==> src/sv/mzc_pkg.sv <==
`default_nettype none

package mzc_pkg;

  // Input item: one command to the carver
  typedef struct packed {
    logic        op;
    logic [15:0] random_value;
  } in_t;

  // Result item: one report per accepted item
  typedef struct packed {
    logic       carved;
    logic [2:0] from_x;
    logic [2:0] from_y;
    logic [1:0] direction;
    logic [2:0] to_x;
    logic [2:0] to_y;
    logic       done_res;
  } out_t;

  // Operation codes of the op field
  localparam logic OP_STEP  = 1'b0;
  localparam logic OP_START = 1'b1;

  // Passage directions, also the order in which neighbors are listed
  localparam logic [1:0] DIR_RIGHT = 2'd0;
  localparam logic [1:0] DIR_LEFT  = 2'd1;
  localparam logic [1:0] DIR_UP    = 2'd2;
  localparam logic [1:0] DIR_DOWN  = 2'd3;

  // Commands from the controller to the datapath
  typedef struct packed {
    logic latch_rnd;  // capture the random word of an accepted item
    logic clr_init;   // rewind the visited-map clear sweep
    logic clr_row;    // clear one row of the visited map
    logic idle_emit;  // report an all-zero result
    logic rd_up;      // read the row above, keep the current row
    logic rd_dn;      // read the row below, keep the row above
    logic dec;        // carve, start a pop, or finish
    logic pop_load;   // move the walker to the popped cell
  } cmd_t;

  // Status from the datapath to the controller
  typedef struct packed {
    logic running;
    logic clr_last;
    logic has_nbr;
    logic stack_empty;
  } sts_t;

  // Remainder of a 16-bit word by three: 4 = 1 mod 3, so sum base-4 digits
  function automatic logic [1:0] mod3_16(input logic [15:0] v);
    logic [4:0] s;
    logic [2:0] t;
    s = '0;
    for (int i = 0; i < 8; i++) begin
      s = s + {3'b000, v[2*i +: 2]};
    end
    // 16 = 1, 8 = 2, 4 = 1, 2 = 2 mod 3
    t = {2'b00, s[0]} + {1'b0, s[1], 1'b0} + {2'b00, s[2]} +
        {1'b0, s[3], 1'b0} + {2'b00, s[4]};
    if (t >= 3'd6) begin
      t = t - 3'd6;
    end else if (t >= 3'd3) begin
      t = t - 3'd3;
    end
    return t[1:0];
  endfunction

endpackage

`default_nettype wire

==> src/sv/mzc_ctrl.sv <==
`default_nettype none

module mzc_ctrl
  import mzc_pkg::*;
(
  input  wire logic clk,
  input  wire logic rst_n,
  input  wire logic start,
  input  wire logic op,
  input  wire sts_t sts,
  output cmd_t      cmd,
  output logic      busy
);

  typedef enum logic [6:0] {
    S_IDLE = 7'b0000001,
    S_CLR  = 7'b0000010,
    S_RDC  = 7'b0000100,
    S_RDU  = 7'b0001000,
    S_RDD  = 7'b0010000,
    S_DEC  = 7'b0100000,
    S_POP  = 7'b1000000
  } state_t;

  state_t state_r;
  state_t state_nxt;

  // Sequence one item through clear, row reads, decision and pop
  always_comb begin
    state_nxt = state_r;
    cmd       = '0;
    case (state_r)
      S_IDLE: begin
        if (start) begin
          cmd.latch_rnd = 1'b1;
          if (op == OP_START) begin
            cmd.clr_init = 1'b1;
            state_nxt    = S_CLR;
          end else if (sts.running) begin
            state_nxt = S_RDC;
          end else begin
            cmd.idle_emit = 1'b1;
          end
        end
      end
      S_CLR: begin
        cmd.clr_row = 1'b1;
        if (sts.clr_last) begin
          state_nxt = S_IDLE;
        end
      end
      S_RDC: begin
        state_nxt = S_RDU;
      end
      S_RDU: begin
        cmd.rd_up = 1'b1;
        state_nxt = S_RDD;
      end
      S_RDD: begin
        cmd.rd_dn = 1'b1;
        state_nxt = S_DEC;
      end
      S_DEC: begin
        cmd.dec = 1'b1;
        if (sts.has_nbr || sts.stack_empty) begin
          state_nxt = S_IDLE;
        end else begin
          state_nxt = S_POP;
        end
      end
      S_POP: begin
        cmd.pop_load = 1'b1;
        state_nxt    = S_IDLE;
      end
      default: begin
        state_nxt = S_IDLE;
      end
    endcase
  end

  // Hold the state
  always_ff @(posedge clk) begin
    if (!rst_n) begin
      state_r <= S_IDLE;
    end else begin
      state_r <= state_nxt;
    end
  end

  assign busy = (state_r != S_IDLE);

endmodule

`default_nettype wire

==> src/sv/mzc_dp.sv <==
`default_nettype none

module mzc_dp
  import mzc_pkg::*;
#(
  parameter int GRID_COLUMNS = 8,
  parameter int GRID_ROWS    = 6,
  parameter int STACK_DEPTH  = 48
) (
  input  wire logic clk,
  input  wire logic rst_n,
  input  wire in_t  in_item,
  input  wire cmd_t cmd,
  output sts_t      sts,
  output logic      out_valid,
  output out_t      out_item
);

  localparam int XW  = $clog2(GRID_COLUMNS);
  localparam int YW  = $clog2(GRID_ROWS);
  localparam int XEW = (XW > 3) ? XW : 3;
  localparam int YEW = (YW > 3) ? YW : 3;
  localparam int AW  = $clog2(STACK_DEPTH);
  localparam int CW  = $clog2(STACK_DEPTH + 1);
  localparam int SW  = XW + YW;

  // Visited map, one row of cells per word
  logic [GRID_COLUMNS-1:0] vis_mem [GRID_ROWS];
  logic [GRID_COLUMNS-1:0] rd_data_r;
  logic [YW-1:0]           vis_raddr;
  logic                    vis_we;
  logic [YW-1:0]           vis_waddr;
  logic [GRID_COLUMNS-1:0] vis_wdata;

  // Path stack, entries hold {y, x}
  logic [SW-1:0] stk_mem [STACK_DEPTH];
  logic [SW-1:0] stk_rd_r;
  logic [AW-1:0] stk_raddr;
  logic          stk_we;
  logic [CW-1:0] stk_cnt_r;
  logic [CW-1:0] cnt_m1;

  logic [XW-1:0]           x_r;
  logic [YW-1:0]           y_r;
  logic                    running_r;
  logic [YW-1:0]           clr_cnt_r;
  logic [GRID_COLUMNS-1:0] cur_row_r;
  logic [GRID_COLUMNS-1:0] up_row_r;
  logic [1:0]              rnd_lo_r;
  logic [1:0]              rnd_m3_r;
  logic                    out_valid_r;
  out_t                    out_item_r;

  logic                    clr_last;
  logic [XW-1:0]           xp1;
  logic [XW-1:0]           xm1;
  logic [YW-1:0]           yp1;
  logic [YW-1:0]           ym1;
  logic [YW-1:0]           up_addr;
  logic [YW-1:0]           dn_addr;
  logic [GRID_COLUMNS-1:0] sh_right;
  logic [GRID_COLUMNS-1:0] sh_left;
  logic [GRID_COLUMNS-1:0] sh_up;
  logic [GRID_COLUMNS-1:0] sh_dn;
  logic [3:0]              avail;
  logic [2:0]              nbr_cnt;
  logic [1:0]              pick;
  logic [1:0]              dir;
  logic [2:0]              seen;
  logic                    found;
  logic [XW-1:0]           tx;
  logic [YW-1:0]           ty;
  logic                    has_nbr;
  logic                    stack_empty;
  logic                    push_ok;

  function automatic logic [2:0] lo3x(input logic [XW-1:0] v);
    logic [XEW-1:0] e;
    e = XEW'(v);
    return e[2:0];
  endfunction

  function automatic logic [2:0] lo3y(input logic [YW-1:0] v);
    logic [YEW-1:0] e;
    e = YEW'(v);
    return e[2:0];
  endfunction

  // Neighbor coordinates, clamped read addresses at the grid border
  assign xp1      = x_r + XW'(1);
  assign xm1      = x_r - XW'(1);
  assign yp1      = y_r + YW'(1);
  assign ym1      = y_r - YW'(1);
  assign up_addr  = (y_r == '0) ? y_r : ym1;
  assign dn_addr  = (y_r == YW'(GRID_ROWS - 1)) ? y_r : yp1;
  assign clr_last = (clr_cnt_r == YW'(GRID_ROWS - 1));

  always_comb begin
    if (cmd.rd_up) begin
      vis_raddr = up_addr;
    end else if (cmd.rd_dn) begin
      vis_raddr = dn_addr;
    end else begin
      vis_raddr = y_r;
    end
  end

  // List unvisited neighbors; the row below is still on the read port
  assign sh_right = cur_row_r >> xp1;
  assign sh_left  = cur_row_r >> xm1;
  assign sh_up    = up_row_r >> x_r;
  assign sh_dn    = rd_data_r >> x_r;

  always_comb begin
    avail[DIR_RIGHT] = (x_r != XW'(GRID_COLUMNS - 1)) && !sh_right[0];
    avail[DIR_LEFT]  = (x_r != '0) && !sh_left[0];
    avail[DIR_UP]    = (y_r != '0) && !sh_up[0];
    avail[DIR_DOWN]  = (y_r != YW'(GRID_ROWS - 1)) && !sh_dn[0];
    nbr_cnt = 3'($countones(avail));
  end

  assign has_nbr = (nbr_cnt != 3'd0);

  // Reduce the random word by the neighbor count
  always_comb begin
    case (nbr_cnt)
      3'd2:    pick = {1'b0, rnd_lo_r[0]};
      3'd3:    pick = rnd_m3_r;
      3'd4:    pick = rnd_lo_r;
      default: pick = 2'd0;
    endcase
  end

  // Find the picked neighbor among the available ones
  always_comb begin
    dir   = DIR_RIGHT;
    seen  = 3'd0;
    found = 1'b0;
    for (int d = 0; d < 4; d++) begin
      if (avail[d]) begin
        if (!found && (seen == {1'b0, pick})) begin
          dir   = 2'(d);
          found = 1'b1;
        end
        seen = seen + 3'd1;
      end
    end
  end

  always_comb begin
    tx = x_r;
    ty = y_r;
    case (dir)
      DIR_RIGHT: tx = xp1;
      DIR_LEFT:  tx = xm1;
      DIR_UP:    ty = ym1;
      DIR_DOWN:  ty = yp1;
      default:   tx = x_r;
    endcase
  end

  // Visited map write: clear sweep, or mark the cell entered
  always_comb begin
    vis_we    = 1'b0;
    vis_waddr = clr_cnt_r;
    vis_wdata = '0;
    if (cmd.clr_row) begin
      vis_we    = 1'b1;
      vis_wdata = (clr_cnt_r == '0) ? GRID_COLUMNS'(1) : '0;
    end else if (cmd.dec && has_nbr) begin
      vis_we    = 1'b1;
      vis_waddr = ty;
      case (dir)
        DIR_UP:   vis_wdata = up_row_r | (GRID_COLUMNS'(1) << tx);
        DIR_DOWN: vis_wdata = rd_data_r | (GRID_COLUMNS'(1) << tx);
        default:  vis_wdata = cur_row_r | (GRID_COLUMNS'(1) << tx);
      endcase
    end
  end

  always_ff @(posedge clk) begin
    if (vis_we) begin
      vis_mem[vis_waddr] <= vis_wdata;
    end
    rd_data_r <= vis_mem[vis_raddr];
  end

  // Path stack: push on carve, read the top on backtrack
  assign stack_empty = (stk_cnt_r == '0);
  assign push_ok     = (stk_cnt_r < CW'(STACK_DEPTH));
  assign cnt_m1      = stk_cnt_r - CW'(1);
  assign stk_raddr   = cnt_m1[AW-1:0];
  assign stk_we      = cmd.dec && has_nbr && push_ok;

  always_ff @(posedge clk) begin
    if (stk_we) begin
      stk_mem[stk_cnt_r[AW-1:0]] <= {y_r, x_r};
    end
    stk_rd_r <= stk_mem[stk_raddr];
  end

  // Hold the row reads and the random word
  always_ff @(posedge clk) begin
    if (cmd.rd_up) begin
      cur_row_r <= rd_data_r;
    end
    if (cmd.rd_dn) begin
      up_row_r <= rd_data_r;
    end
    if (cmd.latch_rnd) begin
      rnd_lo_r <= in_item.random_value[1:0];
      rnd_m3_r <= mod3_16(in_item.random_value);
    end
  end

  // Walker, stack count, run flag and result register
  always_ff @(posedge clk) begin
    if (!rst_n) begin
      x_r         <= '0;
      y_r         <= '0;
      running_r   <= 1'b0;
      stk_cnt_r   <= '0;
      clr_cnt_r   <= '0;
      out_valid_r <= 1'b0;
      out_item_r  <= '0;
    end else begin
      out_valid_r <= 1'b0;
      if (cmd.clr_init) begin
        clr_cnt_r <= '0;
      end
      if (cmd.idle_emit) begin
        out_valid_r <= 1'b1;
        out_item_r  <= '0;
      end
      if (cmd.clr_row) begin
        clr_cnt_r <= clr_cnt_r + YW'(1);
        if (clr_last) begin
          x_r         <= '0;
          y_r         <= '0;
          stk_cnt_r   <= '0;
          running_r   <= 1'b1;
          out_valid_r <= 1'b1;
          out_item_r  <= '0;
        end
      end
      if (cmd.dec) begin
        if (has_nbr) begin
          if (push_ok) begin
            stk_cnt_r <= stk_cnt_r + CW'(1);
          end
          x_r                  <= tx;
          y_r                  <= ty;
          out_valid_r          <= 1'b1;
          out_item_r.carved    <= 1'b1;
          out_item_r.from_x    <= lo3x(x_r);
          out_item_r.from_y    <= lo3y(y_r);
          out_item_r.direction <= dir;
          out_item_r.to_x      <= lo3x(tx);
          out_item_r.to_y      <= lo3y(ty);
          out_item_r.done_res  <= 1'b0;
        end else if (!stack_empty) begin
          stk_cnt_r <= cnt_m1;
        end else begin
          running_r            <= 1'b0;
          out_valid_r          <= 1'b1;
          out_item_r.carved    <= 1'b0;
          out_item_r.from_x    <= lo3x(x_r);
          out_item_r.from_y    <= lo3y(y_r);
          out_item_r.direction <= DIR_RIGHT;
          out_item_r.to_x      <= lo3x(x_r);
          out_item_r.to_y      <= lo3y(y_r);
          out_item_r.done_res  <= 1'b1;
        end
      end
      if (cmd.pop_load) begin
        x_r                  <= stk_rd_r[XW-1:0];
        y_r                  <= stk_rd_r[SW-1:XW];
        out_valid_r          <= 1'b1;
        out_item_r.carved    <= 1'b0;
        out_item_r.from_x    <= lo3x(x_r);
        out_item_r.from_y    <= lo3y(y_r);
        out_item_r.direction <= DIR_RIGHT;
        out_item_r.to_x      <= lo3x(stk_rd_r[XW-1:0]);
        out_item_r.to_y      <= lo3y(stk_rd_r[SW-1:XW]);
        out_item_r.done_res  <= 1'b0;
      end
    end
  end

  always_comb begin
    sts.running     = running_r;
    sts.clr_last    = clr_last;
    sts.has_nbr     = has_nbr;
    sts.stack_empty = stack_empty;
  end

  assign out_valid = out_valid_r;
  assign out_item  = out_item_r;

  // Stack count never passes the stack depth
  a_stk_bound: assert property (@(posedge clk) disable iff (!rst_n)
    stk_cnt_r <= CW'(STACK_DEPTH))
    else $error("path stack count beyond depth");

  // A search step is only decided while a maze is running
  a_dec_running: assert property (@(posedge clk) disable iff (!rst_n)
    cmd.dec |-> running_r)
    else $error("search step decided while not running");

  // A done report leaves the carver idle
  a_done_idle: assert property (@(posedge clk) disable iff (!rst_n)
    (out_valid_r && out_item_r.done_res) |-> !running_r)
    else $error("done reported while still running");

  // A passage carved to the right enters the next column
  a_carve_right: assert property (@(posedge clk) disable iff (!rst_n)
    (out_valid_r && out_item_r.carved && (out_item_r.direction == DIR_RIGHT))
      |-> ((out_item_r.to_x == 3'(out_item_r.from_x + 3'd1)) &&
           (out_item_r.to_y == out_item_r.from_y)))
    else $error("right passage with inconsistent coordinates");

endmodule

`default_nettype wire

==> src/sv/random_dfs_maze_carver_unit.sv <==
// Randomized depth-first maze carver. An item is transferred when start is
// high and busy is low; busy stays high until its result is issued. After
// the transfer cycle of a step item the visited map, a one-read-port memory
// of grid rows, delivers the current row, the row above and the row below
// one per cycle, the decision follows, and a backtrack adds the registered
// read of the path stack. After the transfer cycle of a start item the
// visited map is cleared one row per cycle. A step while no maze is running
// is answered without busy going high. Each result is on out_item for
// exactly one cycle with out_valid high, in the cycle after the last cycle
// of its item; the receiver cannot stall it and must take it then.
`default_nettype none

module random_dfs_maze_carver_unit
  import mzc_pkg::*;
#(
  parameter int GRID_COLUMNS = 8,
  parameter int GRID_ROWS    = 6,
  parameter int STACK_DEPTH  = 48
) (
  input  wire logic clk,
  input  wire logic rst_n,
  input  wire logic start,
  output logic      busy,
  input  wire in_t  in_item,
  output logic      out_valid,
  output out_t      out_item
);

  cmd_t cmd;
  sts_t sts;

  mzc_ctrl u_ctrl (
    .clk   (clk),
    .rst_n (rst_n),
    .start (start),
    .op    (in_item.op),
    .sts   (sts),
    .cmd   (cmd),
    .busy  (busy)
  );

  mzc_dp #(
    .GRID_COLUMNS (GRID_COLUMNS),
    .GRID_ROWS    (GRID_ROWS),
    .STACK_DEPTH  (STACK_DEPTH)
  ) u_dp (
    .clk       (clk),
    .rst_n     (rst_n),
    .in_item   (in_item),
    .cmd       (cmd),
    .sts       (sts),
    .out_valid (out_valid),
    .out_item  (out_item)
  );

endmodule

`default_nettype wire

==> config.mk <==
export PLATFORM = sky130hd
export DESIGN_NAME = random_dfs_maze_carver_unit
export DESIGN_NICKNAME = d
export VERILOG_FILES = /design/src/sv/mzc_pkg.sv /design/src/sv/mzc_ctrl.sv /design/src/sv/mzc_dp.sv /design/src/sv/random_dfs_maze_carver_unit.sv
export SDC_FILE = /design/constraint.sdc
export NUM_CORES = 1
export LEC_CHECK = 0
export ABC_AREA = 1
export BUFFER_PORTS_ARGS = -buffer_cell sky130_fd_sc_hd__buf_2
export CAP_MARGIN = 20
export CORE_MARGIN = 3
export CORE_UTILIZATION = 59
export CTS_BUF_LIST = sky130_fd_sc_hd__clkbuf_4
export CTS_CLUSTER_SIZE = 28
export DETAILED_ROUTE_END_ITERATION = 6
export GPL_TIMING_DRIVEN = 0
export PLACE_DENSITY_LB_ADDON = 0.25
export SETUP_SLACK_MARGIN = 0.15
export SLEW_MARGIN = 25
export SYNTH_ARGS = -nofsm -noshare
export SYNTH_HDL_FRONTEND = slang
export SYNTH_SLANG_ARGS = --single-unit
==> constraint.sdc <==
create_clock -name clk -period 6.09 [get_ports clk]
set_input_delay 1.218 -clock clk [delete_from_list [all_inputs] [get_ports clk]]
set_output_delay 1.218 -clock clk [all_outputs]
set_load 0.03 [all_outputs]
# ---- Word level (Yosys, flattened, before mapping)
# Memory sizes are Yosys's and may differ from the RTL's. A register that Yosys moved wholly into a read port is not among the register bits.
# Cells that the tools add are included.
dict set report totals {
  reg_bits 60
  latch_bits 0
  mem_bits_rw 336
  rom_bits 0
  in_bits 20
  output_inout_bits 18
  memories 2
}
dict set report classes {
  n_addsub 25
  mul 0
  div_mod_pow 0
  order_cmp 3
  n_eq_ne 24
  shift 5
  n_mux 91
  n_bitwise 4
  reduce_logical 28
}
# name depth word_bits rd rd_clocked_by_memory_dff wr line_no
set mem_list {}
lappend mem_list {u_dp.stk_mem 48 6 1 1 1 mzc_dp.sv:36} ;# logic [SW-1:0] stk_mem [STACK_DEPTH];
lappend mem_list {u_dp.vis_mem 6 8 1 1 1 mzc_dp.sv:28} ;# logic [GRID_COLUMNS-1:0] vis_mem [GRID_ROWS];
# op n
set op_table {}
lappend op_table {{16-bit two-way mux} 6}
lappend op_table {{3-bit two-way mux} 20}
lappend op_table {{7-bit case mux with 6 select lines} 1}
lappend op_table {{1-bit two-way mux} 37}
lappend op_table {{6-bit two-way mux} 6}
lappend op_table {{7-bit two-way mux} 5}
lappend op_table {{8-bit by 3-bit right shift with 1-bit output} 4}
lappend op_table {{5-bit by 2-bit adder with 5-bit output} 6}
lappend op_table {{8-bit bitwise OR} 3}
lappend op_table {{2-bit two-way mux} 9}
lappend op_table {{8-bit two-way mux} 2}
lappend op_table {{8-bit case mux with 2 select lines} 1}
lappend op_table {{15-bit two-way mux} 1}
lappend op_table {{3-bit by 1-bit adder with 3-bit output (second input constant)} 4}
lappend op_table {{3-bit case mux with 2 select lines} 2}
lappend op_table {{3-bit == test (second input constant)} 3}
lappend op_table {{1-bit logical AND} 9}
lappend op_table {{3-bit nonzero test} 3}
lappend op_table {{1-bit by 3-bit << shifter with 8-bit output (first input constant)} 1}
lappend op_table {{7-bit by 1-bit == test with 1-bit output (second input constant)} 1}
lappend op_table {{7-bit by 2-bit == test with 1-bit output (second input constant)} 1}
lappend op_table {{7-bit by 3-bit == test with 1-bit output (second input constant)} 1}
lappend op_table {{7-bit by 4-bit == test with 1-bit output (second input constant)} 1}
lappend op_table {{7-bit by 5-bit == test with 1-bit output (second input constant)} 1}
lappend op_table {{36 further kinds} 52}

# ---- Logic depth before layout (Yosys ltp)
# Gate-level depths: netlist of run 1.
dict set report logic_depth {
  ltp_word 30
  mapped_depth 30
  ltp_nobuf 29
}

# ---- Hierarchy
# A second synthesis of run 1 with hierarchy kept.
dict set report unflattened {
  hier_cells 1646
  hier_area_um2 18398.9
}
# module instances cells_each area_per_inst_um2 seq_area_each_um2
set by_module_without_submodules {}
lappend by_module_without_submodules {mzc_dp 1 1578 17915.9 11631.2}
lappend by_module_without_submodules {mzc_ctrl 1 68 483.0 140.1}

# ---- Worst setup path before layout of run 1
# No wires, ideal clock.
dict set report synth_path {
  path_type {input to register}
  from {in in_item[0] in the netlist's numbering}
  to {reg u_dp.rnd_m3_r[0], data pin}
  setup_time_ps 259
  t_arrival_ps 5686
  t_required_ps 5831
  slack_ps 145
  stages 17
  cell_sequence {ha_1 fa_1 inv_1 fa_1 inv_1 fa_1 fa_1 ha_1 inv_1 fa_1 fa_1 inv_1 fa_1 ha_1 o21ai_0 nand2_1 xor2_1}
}
dict set report synth_via {
  elab_chain_cells 14
  word_cells_on_any_way 17
  classes_between {13 x add/sub; 2 x order compare; 2 x mux}
}
# element line_no
set synth_rtl {}
lappend synth_rtl {{from (decl)} random_dfs_maze_carver_unit.sv:24} ;# input wire in_t in_item,
lappend synth_rtl {{2-bit by 2-bit adder with 3-bit output *} mzc_pkg.sv:58} ;# s = s + {3'b000, v[2*i +: 2]};
lappend synth_rtl {{5-bit by 2-bit adder with 5-bit output * (6 in a row)} mzc_pkg.sv:58}
lappend synth_rtl {{1-bit by 2-bit adder with 3-bit output} mzc_pkg.sv:61} ;# t = {2'b00, s[0]} + {1'b0, s[1], 1'b0} + {2'b00, s[2]} +
lappend synth_rtl {{3-bit by 1-bit adder with 3-bit output} mzc_pkg.sv:61}
lappend synth_rtl {{3-bit by 2-bit adder with 3-bit output} mzc_pkg.sv:61}
lappend synth_rtl {{3-bit by 1-bit adder with 3-bit output *} mzc_pkg.sv:62} ;# {1'b0, s[3], 1'b0} + {2'b00, s[4]};
lappend synth_rtl {{3-bit by 2-bit greater-or-equal comparator with 1-bit output or 2-bit subtractor (tied branches)} {mzc_pkg.sv:65, mzc_pkg.sv:66}}
lappend synth_rtl {{2-bit two-way mux} mzc_pkg.sv:65} ;# end else if (t >= 3'd3) begin
lappend synth_rtl {{2-bit two-way mux *} mzc_pkg.sv:63} ;# if (t >= 3'd6) begin
lappend synth_rtl {{to (signal assigned)} mzc_dp.sv:212} ;# rnd_m3_r <= mod3_16(in_item.random_value);
lappend synth_rtl {{to (decl)} mzc_dp.sv:50} ;# logic [1:0] rnd_m3_r;
# Mark *: on every way between the ends. The rest lies on a longest branch, timed or not.
# A chain may end at the register's enable or synchronous reset.

# ---- Worst setup path after layout of run 1
dict set report layout_path {
  from {reg u_dp.x_r[1]}
  to {mem u_dp.vis_mem[5][1], enable pin}
}
dict set report layout_via {
  elab_chain_cells 27
  word_cells_on_any_way 61
  classes_between {7 x add/sub; 9 x eq/ne; 4 x shift; 23 x mux; 18 x reduce/logical}
}
# element line_no
set layout_rtl {}
lappend layout_rtl {{from (decl)} mzc_dp.sv:43} ;# logic [XW-1:0] x_r;
lappend layout_rtl {{from (signal assigned)} mzc_dp.sv:251} ;# x_r <= tx;
lappend layout_rtl {{from (signal assigned)} mzc_dp.sv:276} ;# x_r <= stk_rd_r[XW-1:0];
lappend layout_rtl {{3-bit by 1-bit adder with 3-bit output or 3-bit by 1-bit subtractor with 3-bit output (tied branches)} {mzc_dp.sv:90, mzc_dp.sv:91}}
lappend layout_rtl {{8-bit by 3-bit right shift with 1-bit output, on equally long branches} {mzc_dp.sv:109, mzc_dp.sv:110}}
lappend layout_rtl {{1-bit logical NOT, on equally long branches} {mzc_dp.sv:115, mzc_dp.sv:116}}
lappend layout_rtl {{1-bit logical AND, on equally long branches} {mzc_dp.sv:115, mzc_dp.sv:116}}
lappend layout_rtl {{1-bit by 1-bit adder with 2-bit output (implied by the code)} mzc_dp.sv:119} ;# nbr_cnt = 3'($countones(avail));
lappend layout_rtl {{3-bit adder (implied by the code)} mzc_dp.sv:119}
lappend layout_rtl {{3-bit == test or 3-bit by 2-bit == test with 1-bit output (tied branches)} mzc_dp.sv:126} ;# case (nbr_cnt)
lappend layout_rtl {{2-bit case mux with 3 select lines} mzc_dp.sv:126}
lappend layout_rtl {{(+11 left out)} -}
lappend layout_rtl {{1-bit logical NOT} mzc_dp.sv:141} ;# if (!found && (seen == {1'b0, pick})) begin
lappend layout_rtl {{1-bit logical AND} mzc_dp.sv:141}
lappend layout_rtl {{2-bit two-way mux} mzc_dp.sv:141}
lappend layout_rtl {{2-bit two-way mux} mzc_dp.sv:140} ;# if (avail[d]) begin
lappend layout_rtl {{2-bit == test} mzc_dp.sv:153} ;# case (dir)
lappend layout_rtl {{3-bit case mux with 2 select lines} mzc_dp.sv:153}
lappend layout_rtl {{3-bit two-way mux} mzc_dp.sv:170} ;# end else if (cmd.dec && has_nbr) begin
lappend layout_rtl {{3-bit two-way mux} mzc_dp.sv:167} ;# if (cmd.clr_row) begin
lappend layout_rtl {{to (decl)} mzc_dp.sv:28}
# Several ways; a longest one is shown, not always the timed one.

==> Implementation_results.wiki, run 1 <==
{| class="wikitable"
! Metric !! Value
|-
| Cts-stage hold buffer count || 0
|-
| Number of standard cells in the layout, taps in and fillers out || 2,205
|-
| Simple-Gate Fraction of Synth Area || 14.9%
|-
| Maximum fanout count along the critical path || 29
|-
| Result of the run || finished, final reports clean
|-
| Number of buffers added by the clock tree synthesis step || 102
|-
| Final Slew Violations || 0
|-
| Worst Setup Slack post-DPL || -225 ps
|-
| Most used flip-flop cell after synthesis || edfxtp_1
|-
| Global-route track usage on met2 || 43.9%
|-
| Register bit count reported by yosys || 410
|-
| Iter 0 DRT Violations || 1,860
|-
| Leading area contributor after synthesis || edfxtp_1
|-
| Signed area change from the synthesized netlist to the final layout || 11.3%
|-
| Mean cell area of the mapped netlist || 11.4 µm²
|-
| Relative slew margins || 26.9%
|-
| Highest attainable clock frequency || 0.176 GHz
|-
| Part of the Yosys area used for sequential elements || 64.6%
|-
| Clock latency on the worst-skew pair || 780 ps
|-
| Crit end category || flop
|-
| Final weighted congestion in routability-driven placement || 1.08
|-
| All-Layer GR Usage || 29.9%
|-
| Floorplan die area || 0.0330 mm²
|-
| Clock tree from TritonCTS || yes
|-
| Synth unique cells || 55
|-
| Total number of nets in the final design || 1,806
|-
| Worst path setup slack after routing || 399 ps
|-
| Global-route wire length before repair || 75,200 µm
|-
| Via count of the first global-routing pass || 13.2k
|-
| Layout cells sized above 1 || 15.4%
|-
| Critical path data required time || 6460 ps
|-
| RSZ-0062 raised after global routing || true
|-
| Clock sink total || 410
|-
| Cell count after placement || 2,032
|-
| Height of the die || 182 µm
|-
| Largest clock skew in the final design || 58.1 ps
|-
| Share of the synthesized area in the top cell type || 58.6%
|-
| Routed wirelength normalized by instance count || 22.8 µm
|-
| Tightest Hold Check Type || flop to flop
|-
| Post-synthesis adder-cell area fraction || 3.18%
|-
| ANT nets after route || 0
|-
| Static Leakage || 7.24 nW
|-
| Top post-synthesis cells by area || edfxtp_1, dfxtp_1, nor2_1
|-
| DRT Pass-1 Iters || 6
|-
| Final HPWL DP || 33,900 µm
|-
| Wire length reported by the detailed router || 50,300 µm
|-
| Type of the worst setup path || flop to flop
|-
| DRC errors left || 0
|-
| Number of endpoints failing setup at the final stage || 0
|-
| Dominant combinational cell family by area after synthesis || simple AND/OR/NAND/NOR gates
|-
| Endpoint arrival time on the critical path || 6060 ps
|-
| Worst Tran Pin Value || 1100 ps
|-
| Number of buffers inserted by port buffering || 37
|-
| Util after Layout || 67.5%
|-
| Crit start category || flop
|-
| M3 GR Usage || 9.48%
|-
| Share of the synthesized netlist area taken by xor and xnor gates || 0.480%
|-
| # IOs || 38
|-
| Cell with the most instances after synthesis || edfxtp_1
|-
| Placeable core area || 0.0300 mm²
|-
| Mux contribution to synthesized area || 2.09%
|-
| Initial antenna violation count || 3
|-
| Crit path time final || 5690 ps
|-
| Post-synth top cells || edfxtp_1, nor2_1, nand2_1, o21ai_0, inv_1
|-
| Cell Rows || 63
|-
| Clock transition at the register clock pins on the worst setup and hold paths after CTS || 70 ps
|-
| Maximum level of the CTS H-tree || 3
|-
| Synthesized-area fraction occupied by ao, oa, aoi and oai cells || 10.5%
|-
| Starting utilization of the core area || 60.7%
|-
| Clock tree root buffer cell || clkbuf_4
|-
| Most used routing layer in global routing || met2
|-
| Synthesis Warnings || 0
|-
| Fraction of met1 tracks used by global routing || 41.8%
|-
| Die width || 182 µm
|-
| Final hold violation count || 0
|-
| Overall via count from detail_route || 13.7k
|-
| Longest Clk Path Bufs || 3
|-
| Fraction of registers with async set/reset || 0%
|-
| Highest ir drop seen on vdd || 0.481 mV
|-
| Number of synthesized flops with an enable pin || 356
|-
| Netlist Area Pre-Place || 0.0182 mm²
|-
| PwrDens || 284 mW/mm²
|-
| Number of nets produced by synthesis || 1,660
|-
| Via-to-Cell Ratio || 6.20
|-
| GRT Residual Overflow || 0
|-
| Largest net degree at the start of global routing || 57
|-
| Crit share post-route || 93.4%
|-
| Reported max-cap violation count || 0
|-
| Gate Count Post-Synth || 1,602
|}
## worst paths after layout
path	startpoint	to	depth (start not counted)	slack, ps
worst max-delay path	u_dp.x_r[1]	u_dp.vis_mem[5][1]	24	400
worst min-delay path	u_dp.out_item[10]	u_dp.out_item[10]	2	470
worst max register to register	u_dp.x_r[1]	u_dp.vis_mem[5][1]	24	400
worst min register to register	u_dp.out_item[10]	u_dp.out_item[10]	2	470
## kinds of logic (layout without fill, tap and decap cells)
family,count (synthesis),in the layout
AOI/OAI and AO/OA,298,298
xor gates and xnor gates,10,10
adders and majority gates,38,38
buffers and inverters,196,407
DFF,410,410
muxes,38,38
other,0,2
and+or+nand+nor,612,612
## where the power goes
part           internal, W  leakage, nW  switching (W)  total (W)
registers          0.00305         3.62     0.00000637    0.00306
clock network      0.00110        0.714        0.00110    0.00219
logic             0.000206         2.90       0.000298   0.000504
## through the flow
| stage | power (W) | cell area (µm²) | setup TNS, ps | hold WS (ps) |
|---|---|---|---|---|
| floorplan | 0.00351 | 18200 | 0 | 426 |
| finish | 0.00575 | 20300 | 0 | 474 |
| detailed placement | 0.00362 | 19000 | -417 | 452 |
| global route | 0.00601 | 20300 | 0 | 496 |
| global placement | 0.00359 | 18900 | -260390 | 452 |
| CTS | 0.00577 | 20200 | 0 | 470 |
## area by class of cell
| cell class | count | area, µm² |
|---|---|---|
| Sequential cell | 410 | 11800 |
| Fill cell | 2237 | 9750 |
| Multi-Input combinational cell | 996 | 5720 |
| Clock buffer | 140 | 1050 |
| Tap cell | 390 | 488 |
| Inverter | 119 | 449 |
| Buffer | 77 | 340 |
| Timing Repair Buffer | 42 | 293 |
| Clock inverter | 29 | 151 |
| Antenna cell | 2 | 5.00 |
## timing repair
item,CTS,global route
gates resized for setup,2,4
buffers inserted,0,2
endpoints found under the setup margin,14,58
## critical path: stages (launching register included)
cell and delay (ps):
dfxtp_4 630, inv_1 270, ha_1 460, inv_2 90
nand3_1 90, nand3_1 90, nand3_2 130, inv_1 60
ha_1 340, ha_1 210, inv_1 60, fa_1 480
inv_2 120, nand4_1 140, nand3_1 210, nand2_1 150
nand3_4 140, nand2_4 80, nor3_4 420, nand2_2 80
o211ai_2 100, nand2_2 140, nand2_2 160, nand2_1 90
nor2_1 530
## cell usage in the layout, fill, tap and decap left out, types with 5 or more instances in the layout
master / count
ha_1: 24
clkbuf_1: 53
xnor2_1: 5
xor2_1: 5
nor2_2: 5
o22ai_1: 9
nand4_1: 8
buf_1: 7
o211ai_1: 33
inv_1: 104
nand3_1: 95
o221ai_1: 31
a211oi_1: 5
nand2_1: 180
buf_2: 48
nor2_1: 261
mux2i_1: 38
o32ai_1: 42
clkbuf_4: 140
o21ai_0: 126
a21oi_1: 33
fa_1: 14
dfxtp_1: 48
o21ai_1: 7
edfxtp_1: 356
nor3_1: 10
nand4_2: 5
clkinv_1: 21
nand2_2: 15
inv_2: 15
## state kept, by name (all words and copies together) (netlist names), 6 cells and up
signal / count
u_dp.rd_data_r: 8
u_dp.cur_row_r: 8
u_dp.stk_cnt_r: 6
u_dp.stk_rd_r: 6
u_dp.up_row_r: 8
u_dp.out_item: 16
u_dp.stk_mem: 288
u_dp.vis_mem: 48
u_ctrl.state_r: 7
## routing by layer
layer | vias to the layer above | share of wire, %
met4 | 0 | 3.9
met2 | 897 | 44
met1 | 6506 | 39
met5 | - | 0
met3 | 166 | 13
li1 | 6112 | -
Power figures use the tool's default switching activity.
==> inputs of run 2 (changes only) <==
Settings changed: ABC_AREA 1 to default.
==> run 2 against run 1 <==
- synthesized cell count shrank 32%
- highest routed layer unchanged
- first-iteration DRC count shrank 29%
- count of clock-buffer cells in the layout grew 8
- register-to-register slack lost 200 ps
- worst hold slack is essentially flat
- sequential cell count is the same
- sequential share of layout area shrank 0.30 points
- final cell count shrank 22%
- die area shrank 2.5%
- critical endpoint is now u_dp.vis_mem[1][0]
==> Implementation_results.wiki, run 2 <==
{| class="wikitable"
! Metric !! Value
|-
| Result of the run || finished, final reports clean
|-
| Height of the die || 179 µm
|-
| Synthesized-area fraction occupied by ao, oa, aoi and oai cells || 5.20%
|-
| Endpoint arrival time on the critical path || 6350 ps
|-
| Leading area contributor after synthesis || edfxtp_1
|-
| Post-synthesis adder-cell area fraction || 3.27%
|-
| Crit path time final || 5890 ps
|-
| Maximum fanout count along the critical path || 10
|-
| Crit share post-route || 96.8%
|-
| Tightest Hold Check Type || flop to flop
|-
| Synth unique cells || 69
|-
| Fill cell total of the finished layout || 1,899
|-
| Highest ir drop seen on vdd || 0.283 mV
|-
| Top post-synthesis cells by area || edfxtp_1, mux4_2, dfxtp_1
|-
| Floorplan die area || 0.0322 mm²
|-
| Signed area change from the synthesized netlist to the final layout || 14.9%
|-
| Number of flip-flops in the largest register || 288
|-
| Most used flip-flop cell after synthesis || edfxtp_1
|-
| Worst Tran Pin Value || 952 ps
|-
| Initial antenna violation count || 1
|-
| DRT Pass-1 Iters || 6
|-
| Relative slew margins || 36.1%
|-
| Wire length reported by the detailed router || 41,100 µm
|-
| Static Leakage || 6.68 nW
|-
| Cell Rows || 62
|-
| DRC errors left || 0
|-
| Starting utilization of the core area || 60.9%
|-
| Final HPWL DP || 26,900 µm
|-
| Simple-Gate Fraction of Synth Area || 7.55%
|-
| Largest net degree at the start of global routing || 36
|-
| Clock transition at the register clock pins on the worst setup and hold paths after CTS || 80 ps
|-
| Clock tree root buffer cell || clkbuf_4
|-
| Cell with the most instances after synthesis || edfxtp_1
|-
| Clock sink total || 410
|-
| Crit start category || flop
|-
| Share of the synthesized netlist area taken by xor and xnor gates || 0.944%
|-
| Die width || 179 µm
|-
| GRT Residual Overflow || 0
|-
| Layout cells sized above 1 || 30.1%
|-
| Clock tree from TritonCTS || yes
|-
| Final Slew Violations || 0
|-
| Total number of nets in the final design || 1,313
|-
| RSZ-0062 raised after global routing || true
|-
| PwrDens || 296 mW/mm²
|-
| Mean cell area of the mapped netlist || 16.2 µm²
|-
| Mux contribution to synthesized area || 14.7%
|-
| Number of buffers added by the clock tree synthesis step || 100
|-
| Worst hold slack || 474 ps
|-
| Gate Count Post-Synth || 1,094
|-
| Layout Cell Area excl Fill || 0.0204 mm²
|-
| Critical path data required time || 6540 ps
|-
| Total power || 0.00603 W
|-
| Overall via count from detail_route || 10.7k
|-
| Largest clock skew in the final design || 43.8 ps
|-
| Post-synth top cells || edfxtp_1, mux4_2, nor2_1, nand2_1, dfxtp_1
|-
| All-Layer GR Usage || 25.5%
|-
| Number of buffers inserted by port buffering || 37
|-
| Routed wirelength normalized by instance count || 23.8 µm
|-
| Final weighted congestion in routability-driven placement || 0.881
|-
| Via count of the first global-routing pass || 10.8k
|-
| Share of the synthesized area in the top cell type || 60.2%
|-
| Final hold violation count || 0
|-
| Placeable core area || 0.0292 mm²
|-
| Via-to-Cell Ratio || 6.17
|-
| Clock latency on the worst-skew pair || 750 ps
|-
| Reported max-cap violation count || 0
|-
| Number of nets produced by synthesis || 1,152
|-
| Part of the Yosys area used for sequential elements || 66.3%
|-
| Crit end category || flop
|-
| Register bit count reported by yosys || 410
|-
| Number of synthesized flops with an enable pin || 356
|-
| Maximum level of the CTS H-tree || 3
|-
| Netlist Area Pre-Place || 0.0178 mm²
|-
| Type of the worst setup path || flop to flop
|-
| Iter 0 DRT Violations || 1,320
|-
| Dominant combinational cell family by area after synthesis || multiplexers
|-
| Placed cell areas || 0.0186 mm²
|-
| Global-route wire length before repair || 62,600 µm
|-
| Fraction of registers with async set/reset || 0%
|-
| ANT nets after route || 0
|-
| Highest attainable clock frequency || 0.170 GHz
|-
| # IOs || 38
|-
| Most frequent standard cell in the layout excluding fill and tap cells || edfxtp_1
|-
| Most frequent cells in the layout || edfxtp_1, clkbuf_4, mux4_2, nor2_1, nand2_1
|-
| Longest Clk Path Bufs || 3
|-
| Number of endpoints failing setup at the final stage || 0
|-
| Synthesis Warnings || 0
|}
-- run 2: worst paths after layout --
| kind | start | to | slack, ps | depth (start not counted) |
|---|---|---|---|---|
| min reg2reg | u_dp.out_item[15] | u_dp.out_item[15] | 470 | 2 |
| min | u_dp.out_item[15] | u_dp.out_item[15] | 470 | 2 |
| max reg2reg | u_dp.x_r[0] | u_dp.vis_mem[1][0] | 200 | 19 |
| max | u_dp.x_r[0] | u_dp.vis_mem[1][0] | 200 | 19 |
-- run 2: routing by layer --
layer	vias up	wire length [µm]	GRT usage, %
met2	542	19800	39.2
met3	73	4120	7.28
met4	0	991	8.45
li1	4692	-	-
met1	5347	16200	35.8
met5	-	0	0
-- run 2: layout make-up --
| type | count | area (µm²) | share of cell area [%] |
|---|---|---|---|
| Clock buffer | 148 | 1110 | 5.45 |
| Inverter | 40 | 154 | 0.755 |
| Sequential cell | 410 | 11800 | 57.8 |
| Buffer | 51 | 216 | 1.06 |
| Multi-Input combinational cell | 592 | 5930 | 29.1 |
| Tap cell | 384 | 480 | 2.36 |
| Clock inverter | 40 | 180 | 0.883 |
| Antenna cell | 1 | 2.50 | 0.0123 |
| Timing Repair Buffer | 60 | 533 | 2.61 |
-- run 2: cells by family (layout without fill, tap and decap cells) --
family,after synthesis,after routing
DFF,410,410
and+or+nand+nor,264,264
AOI/OAI and AO/OA,144,144
muxes,129,129
buffers and inverters,92,339
adders and majority gates,38,38
xor gates and xnor gates,17,17
other,0,1
-- run 2: worst max-delay path, cell delays in order (launching register included) --
cell	delay [ps]
dfxtp_4	380
buf_6	180
clkinvlp_4	180
ha_1	290
or3_1	380
a21oi_2	260
nor2_2	110
inv_1	70
ha_1	290
ha_1	220
inv_1	60
fa_1	490
nand2b_1	200
o21a_2	260
mux2_2	320
or3b_4	430
a21oi_4	190
nor2_2	70
a221o_1	500
o41ai_2	700
-- run 2: through the flow --
stage | setup TNS, ps | util (%) | instances | worst slack, ps
final | 0 | 69.9 | 1726 | 197
after CTS | 0 | 69.3 | 1722 | 180
after global placement | -242960 | 63.3 | 1515 | -1410
after global routing | 0 | 69.9 | 1726 | 18.8
after detailed placement | -161650 | 63.8 | 1521 | -1140
after floorplan | 0 | - | 1094 | 190
-- run 2: where the power goes --
group	internal, W	switching [W]	leakage [nW]
sequential	0.00304	0.00000785	3.64
combinational	0.000344	0.000386	2.26
clock	0.00116	0.00109	0.779
total	0.00455	0.00148	6.68
-- run 2: repair_timing --
action,4_1_cts,5_1_grt
hold buffers,0,0
endpoints found under the setup margin,360,300
pin swaps,6,4
resized for setup,19,45
setup buffers,13,4
